## src/rtl/wrrb_pkg.sv

```systemverilog
// Shared types and constants for the wrapping record ring buffer.
// No dependencies; used by wrrb_space and wrapping_record_ring_buffer.
`default_nettype none

package wrrb_pkg;

   localparam int CMD_W    = 2;
   localparam int LEN_W    = 11;
   localparam int BYTE_W   = 8;
   localparam int LIMIT_W  = 16;
   localparam int STATUS_W = 3;
   localparam int CAP_W    = 13;
   localparam int MAXREC_W = 17;

   // bytes of the little-endian length header in front of each record
   localparam int HEADER_LEN = 2;

   localparam logic [CAP_W-1:0] CAP_RESET = 13'd4096;

   typedef enum logic [CMD_W-1:0] {
      CMD_WRITE_START = 2'd0,
      CMD_WRITE_BYTE  = 2'd1,
      CMD_READ_START  = 2'd2,
      CMD_READ_BYTE   = 2'd3
   } command_type;

   localparam logic [STATUS_W-1:0] STS_OK        = 3'd0;
   localparam logic [STATUS_W-1:0] STS_EMPTY     = 3'd1;
   localparam logic [STATUS_W-1:0] STS_TOO_LARGE = 3'd2;
   localparam logic [STATUS_W-1:0] STS_NO_ROOM   = 3'd3;
   localparam logic [STATUS_W-1:0] STS_OVERSIZE  = 3'd4;
   localparam logic [STATUS_W-1:0] STS_IGNORED   = 3'd5;

endpackage

`default_nettype wire

```

## src/rtl/wrrb_space.sv

```systemverilog
// Placement check for a new record: after the tail, or at offset 0 below the head.
// Depends on wrrb_pkg.
`default_nettype none

module wrrb_space #(
   parameter int PW = 13
) (
   input  wire logic [PW-1:0]                 head_offset,
   input  wire logic [PW-1:0]                 tail_offset,
   input  wire logic [PW-1:0]                 cap_used,
   input  wire logic [wrrb_pkg::LEN_W-1:0]    record_length,
   output logic                               ring_empty,
   output logic                               fits,
   output logic                               wraps,
   output logic [PW-1:0]                      base
);

   localparam int SW = ((PW > wrrb_pkg::CAP_W) ? PW : wrrb_pkg::CAP_W) + 1;

   logic [PW-1:0] head_n;
   logic [PW-1:0] tail_n;
   logic [SW-1:0] rec;
   logic [SW-1:0] tail_end;
   logic          wrapped;
   logic          at_tail;
   logic          after_wrap;

   always_comb begin
      // an empty ring restarts at offset 0
      ring_empty = (head_offset == tail_offset);
      head_n     = ring_empty ? '0 : head_offset;
      tail_n     = ring_empty ? '0 : tail_offset;
      rec        = SW'(wrrb_pkg::HEADER_LEN) + SW'(record_length);
      tail_end   = SW'(tail_n) + rec;
      wrapped    = (head_n > tail_n);
      if (wrapped) begin
         at_tail = (tail_end < SW'(head_n));
      end else begin
         at_tail = (tail_end <= SW'(cap_used));
      end
      after_wrap = !wrapped && (rec < SW'(head_n));
      fits       = at_tail || after_wrap;
      wraps      = !at_tail;
      base       = at_tail ? tail_n : '0;
   end

endmodule

`default_nettype wire

```

## config.mk

```make
export PLATFORM = sky130hd
export DESIGN_NAME = wrrb_space
export DESIGN_NICKNAME = d
export VERILOG_FILES = /design/src/rtl/wrrb_pkg.sv /design/src/rtl/wrrb_space.sv
export SDC_FILE = /design/constraint.sdc
export NUM_CORES = 1
export LEC_CHECK = 0
export ABC_AREA = 1
export ABC_CLOCK_PERIOD_IN_PS = 7600
export BUFFER_PORTS_ARGS = -buffer_cell sky130_fd_sc_hd__buf_2
export CORE_MARGIN = 1.5
export CORE_UTILIZATION = 57
export DETAILED_ROUTE_END_ITERATION = 10
export MAX_ROUTING_LAYER = met4
export PLACE_DENSITY_LB_ADDON = 0.3
export SETUP_SLACK_MARGIN = 0.3
export SLEW_MARGIN = 20
export SYNTH_ARGS = -nofsm -noshare
export SYNTH_HDL_FRONTEND = slang
export SYNTH_SLANG_ARGS = --single-unit
```

## constraint.sdc

```tcl
create_clock -name vclk -period 7.6
set_input_delay 1.14 -clock vclk [all_inputs]
set_output_delay 1.14 -clock vclk [all_outputs]
set_load 0.005 [all_outputs]
```

==> reports/qor.csv, run 1 <==
metric;value;unit
status;completed;
Total GRT Usage;0.285;
NetSw;0.160;mW
largest net degree at the start of global routing;16;
Worst Path Required;6.46;ns
share of cells above drive strength 1;0.189;
Ys Warns;0;
I/O pin count;66;
P_int;0.113;mW
Die Wd;70.5;µm
crit path max fanout;13;
complex-gate fraction of the synthesized area;0.187;
Max-cap violations;0;
largest family of logic cells by synthesized area;adder cells;
Post-route DRC;0;
final instance area;0.00302;mm²
total power draw;0.273;mW
CORE AREA;0.00438;mm²
crit path from;tail_offset[12];
DP Cell Count;552;
Max-slew headroom;0.706;
RSZ-0062 raised after global routing;false;
Final min period;6.94;ns
Initial Utilization;0.592;
CP max stage cell;fa_1;
floorplan row count;24;
Final Hold Viols;0;
critical path endpoint category;output port;
worst-margin pin slew;0.430;ns
Starting DRT DRC Count;218;
most area-consuming cells after synthesis;ha_1 (30%), inv_1 (14%), nand2_1 (11%), nor2_1 (7.9%), a21oi_1 (6.4%);
fmax;144;MHz
Synth Area per Inst;5.96;µm²
die area;0.00497;mm²
vias per inst;5.41;
hold_buf cts;0;
grt ovf;0;
adder-cell share of the synthesized area;0.306;
Nets;618;
most common cell in the netlist;inv_1;
Avg WL per Cell;12.4;µm
initial antenna violation count;0;
P&R area growth vs syn;16.3;%
Post-Syn Nets;549;
Max IR drop VDD;49.5;µV
number of global-route vias before repair;2681;
Total Wirelength;6.87;mm
Layout Cells excl Fill;555;
setup TNS;0;ns
CP peak stage delay;0.40;ns
HP Class;input pin to output port;
Synth area leader;ha_1;
CP Launch Type;input pin;
WHS Path Cells;4;
top-area cell type share of the netlist area;0.299;
Final setup violation count;0;
DP Area;0.00298;mm²
Seq cells;0;
crit share post-route;0.913;
Die Y;70.5;µm
Seq/Total Area, Yosys;0;
pwr/cell area;90.4;mW/mm²
Antenna Cells;0;
critical path class;input pin to output port;
Unique masters post-synth;38;
combinational power share;1.000;
PortBufs;66;
Clock power frac;0;
ANT nets after route;0;
Arr. time, crit path;5.80;ns
Fill cells;395;
Register Area;0;µm²
mux cell area share after synthesis;0;
Worst Min Path Start;tail_offset[12];
switch share;0.585;
gp weighted congestion;0.984;
Leakage;1.87;nW
synth cell count leaders;inv_1 (99), nand2_1 (74), ha_1 (62), nor2_1 (55), a21oi_1 (33);
Flop pwr share;0;
detailed-router iteration count before antenna repair;6;
CP dominant cell by count;a21oi_1;
post-synthesis simple-gate area fraction;0.289;
Final Util;0.689;
synthesized area;0.00260;mm²
Post-Syn Instances;436;
# clk buffers;0;
DP HPWL;6.09;mm
first-pass GRT wire length;11.6;mm
Final Max Tran Viols;0;
XOR/XNOR Fraction of Synth Area;0.0607;
vias;3001;
-- metal layers --
layer	track usage	routed length, µm
met1	0.402	3210
met3	0.00144	387
met4	0.0150	35
met2	0.482	3240
met5	-	0
-- layout make-up --
| cell class | instances | area (µm²) | area share |
|---|---|---|---|
| multi-input cells | 331 | 2200 | 0.730 |
| repair buffers | 71 | 368 | 0.122 |
| well taps | 52 | 65.1 | 0.0215 |
| inverters | 101 | 383 | 0.127 |
-- final timing paths --
path,to,slack (ns)
worst max-delay path,wraps,0.66
worst min-delay path,base[12],2.66
-- worst max-delay path, delay by kind of cell --
kind	cells	cell delay, ns
buffers and inverters	5	0.70
XOR/XNOR	1	0.11
AND/OR/NAND/NOR	12	1.33
adder cells (fa/ha/maj)	4	1.29
AO/OA/AOI/OAI	7	1.21
-- cells in the final DEF (no fill, tap or decap), types with 9 or more instances in the layout --
| master | count |
|---|---|
| a21oi_2 | 9 |
| nor2_1 | 55 |
| inv_1 | 98 |
| nand3_1 | 15 |
| o21ai_0 | 12 |
| ha_1 | 62 |
| a21oi_1 | 33 |
| buf_2 | 66 |
| nand2_1 | 74 |
| xor2_1 | 16 |
-- power groups by stage --
stage | Clock [mW] | Combinational [mW] | Sequential (mW)
4_1_cts | 0 | 0.262 | 0
5_1_grt | 0 | 0.312 | 0
3_3_place_gp | 0 | 0.252 | 0
3_5_place_dp | 0 | 0.261 | 0
6_report | 0 | 0.273 | 0
2_1_floorplan | 0 | 0.189 | 0
-- repair_timing --
item,CTS,global route
setup buffers,0,3
resized for setup,0,4
setup endpoints to repair,0,15
-- kinds of logic after synthesis --
| kind of cell | after synthesis |
|---|---|
| xor gates and xnor gates | 18 |
| and+or+nand+nor | 172 |
| buffers and inverters | 105 |
| adders and majority gates | 63 |
| AOI/OAI and AO/OA | 78 |
-- stage by stage --
stage          hold WS, ns  setup WS [ns]
5_1_grt               2.69          0.305
2_1_floorplan         2.38           1.32
4_1_cts               2.66          0.348
6_report              2.66          0.665
3_3_place_gp          2.65          0.515
3_5_place_dp          2.66          0.373
(Power assumes the default switching activity.)
==> run 2: changes to the inputs <==
- CORE_UTILIZATION: 57 -> 25
- SETUP_SLACK_MARGIN: 0.3 -> default
==> run 2 against run 1 <==
Compared with the run above: combinational power barely moved; sequential cell count did not move; via count fell by 3.2%; final area rose by 2.7%; die area rose by 120%; global-route usage fell by 14 points; total power fell by 0.72%; non-clock buffer count fell by 2; cell count rose by 15%; core utilization fell by 38 points; critical endpoint is now base[0]; largest cell class unchanged; highest routed layer unchanged.
==> reports/qor.csv, run 2 (synthesis results as in run 1) <==
metric;value;unit;change
status;completed;;unchanged
crit share post-route;0.924;;was 0.913
floorplan row count;37;;was 24
CP peak stage delay;0.41;ns;was 0.40 ns
ANT nets after route;0;;unchanged
Total GRT Usage;0.142;;was 0.285
Seq cells;0;;unchanged
CORE AREA;0.0102;mm²;was 0.00438 mm²
fmax;142;MHz;was 144 MHz
Register Area;0;µm²;unchanged
CP Launch Type;input pin;;unchanged
Final Max Tran Viols;0;;unchanged
die area;0.0110;mm²;was 0.00497 mm²
vias;2904;;was 3001
Leakage;1.87;nW;about the same
vias per inst;4.56;;was 5.41
Max-cap violations;0;;unchanged
NetSw;0.161;mW;was 0.160 mW
critical path class;input pin to output port;;unchanged
grt ovf;0;;unchanged
I/O pin count;66;;unchanged
Worst Path Required;6.46;ns;about the same
# clk buffers;0;;unchanged
Nets;616;;was 618
Total Wirelength;7.91;mm;was 6.87 mm
Antenna Cells;0;;unchanged
Die Wd;105;µm;was 70.5 µm
Clock power frac;0;;about the same
Avg WL per Cell;12.4;µm;about the same
Arr. time, crit path;5.88;ns;was 5.80 ns
CP dominant cell by count;a21oi_1;;unchanged
first-pass GRT wire length;12.6;mm;was 11.6 mm
number of global-route vias before repair;2684;;was 2681
Flop pwr share;0;;about the same
DP Cell Count;637;;was 552
Max-slew headroom;0.660;;was 0.706
crit path from;tail_offset[12];;unchanged
Die Y;105;µm;was 70.5 µm
P_int;0.110;mW;was 0.113 mW
DP HPWL;7.22;mm;was 6.09 mm
Final Hold Viols;0;;unchanged
post-CTS setup buffers;0;;unchanged
CP max stage cell;fa_1;;unchanged
Layout Cells excl Fill;637;;was 555
PortBufs;66;;unchanged
combinational power share;1.000;;about the same
Worst Min Path Start;tail_offset[12];;unchanged
gp weighted congestion;0.922;;was 0.984
Final setup violation count;0;;unchanged
detailed-router iteration count before antenna repair;4;;was 6
commonest non-fill, non-tap cell in the layout;inv_1;;unchanged
share of cells above drive strength 1;0.182;;was 0.189
crit path max fanout;13;;unchanged
most frequent cells in the layout;inv_1 (99), nand2_1 (74), buf_2 (66), ha_1 (62), nor2_1 (55);;was inv_1 (98), nand2_1 (74), buf_2 (66), ha_1 (62), nor2_1 (55)
switch share;0.595;;was 0.585
Starting DRT DRC Count;165;;was 218
RSZ-0062 raised after global routing;false;;unchanged
largest net degree at the start of global routing;16;;unchanged
pwr/cell area;87.4;mW/mm²;was 90.4 mW/mm²
Final min period;7.02;ns;was 6.94 ns
HP Class;input pin to output port;;unchanged
worst-margin pin slew;0.502;ns;was 0.430 ns
critical path endpoint category;output port;;unchanged
Initial Utilization;0.255;;was 0.592
Max IR drop VDD;27.3;µV;was 49.5 µV
setup TNS;0;ns;unchanged
Post-route DRC;0;;unchanged
initial antenna violation count;0;;unchanged
P&R area growth vs syn;19.4;%;was 16.3%
## run 2: cell count changes in the layout (fill, tap and decap cells not counted)
cell / change
o21ai_1: -1
nand3_2: -1
nand3_1: +1
buf_4: -2
clkinvlp_4: -1
inv_1: +1
o21ai_0: +1
## run 2: final timing paths
path,endpoint,cells past startpoint
max,base[0],29
min,base[12],4
## run 2: metal layers
metal  part of all wire  track usage  vias up
met3              0.044      0.00437        2
met5                  0            -        -
met4             0.0021      0.00489        0
met1               0.48        0.197     1289
li1                   -            -     1550
met2               0.47        0.242       63
## run 2: final cells by class
class,count,area [µm²]
timing repair buffer,69,353
tap,136,170
inverter,101,379
fill,1201,7080
multi-input combinational,331,2200
## run 2: timing repair
action,4_1_cts,5_1_grt
hold buffers,0,0
setup endpoints to repair,0,3
resized for setup,0,1
## run 2: stage by stage
stage / total power, mW / util / area [µm²] / hold WS, ns / setup slack (ns)
3_3_place_gp: 0.265 / 0.304 / 3090 / 2.67 / 0.628
4_1_cts: 0.272 / 0.304 / 3090 / 2.68 / 0.439
5_1_grt: 0.311 / 0.305 / 3100 / 2.70 / 0.0157
6_report: 0.271 / 0.305 / 3100 / 2.67 / 0.579
3_5_place_dp: 0.270 / 0.304 / 3090 / 2.68 / 0.451
2_1_floorplan: 0.189 / - / 2600 / 2.38 / 1.32
## run 2: power by group through the flow
stage	clock network (mW)	registers [mW]	logic, mW
after floorplan	0	0	0.189
after detailed placement	0	0	0.270
after CTS	0	0	0.272
after global placement	0	0	0.265
after global routing	0	0	0.311
final	0	0	0.271
## run 2: worst max-delay path: cells and delay by family
kind | cells | cell delay (ns)
adder cells (fa/ha/maj) | 4 | 1.33
AO/OA/AOI/OAI | 8 | 1.28
AND/OR/NAND/NOR | 11 | 1.18
buffers and inverters | 5 | 0.83
XOR/XNOR | 1 | 0.11
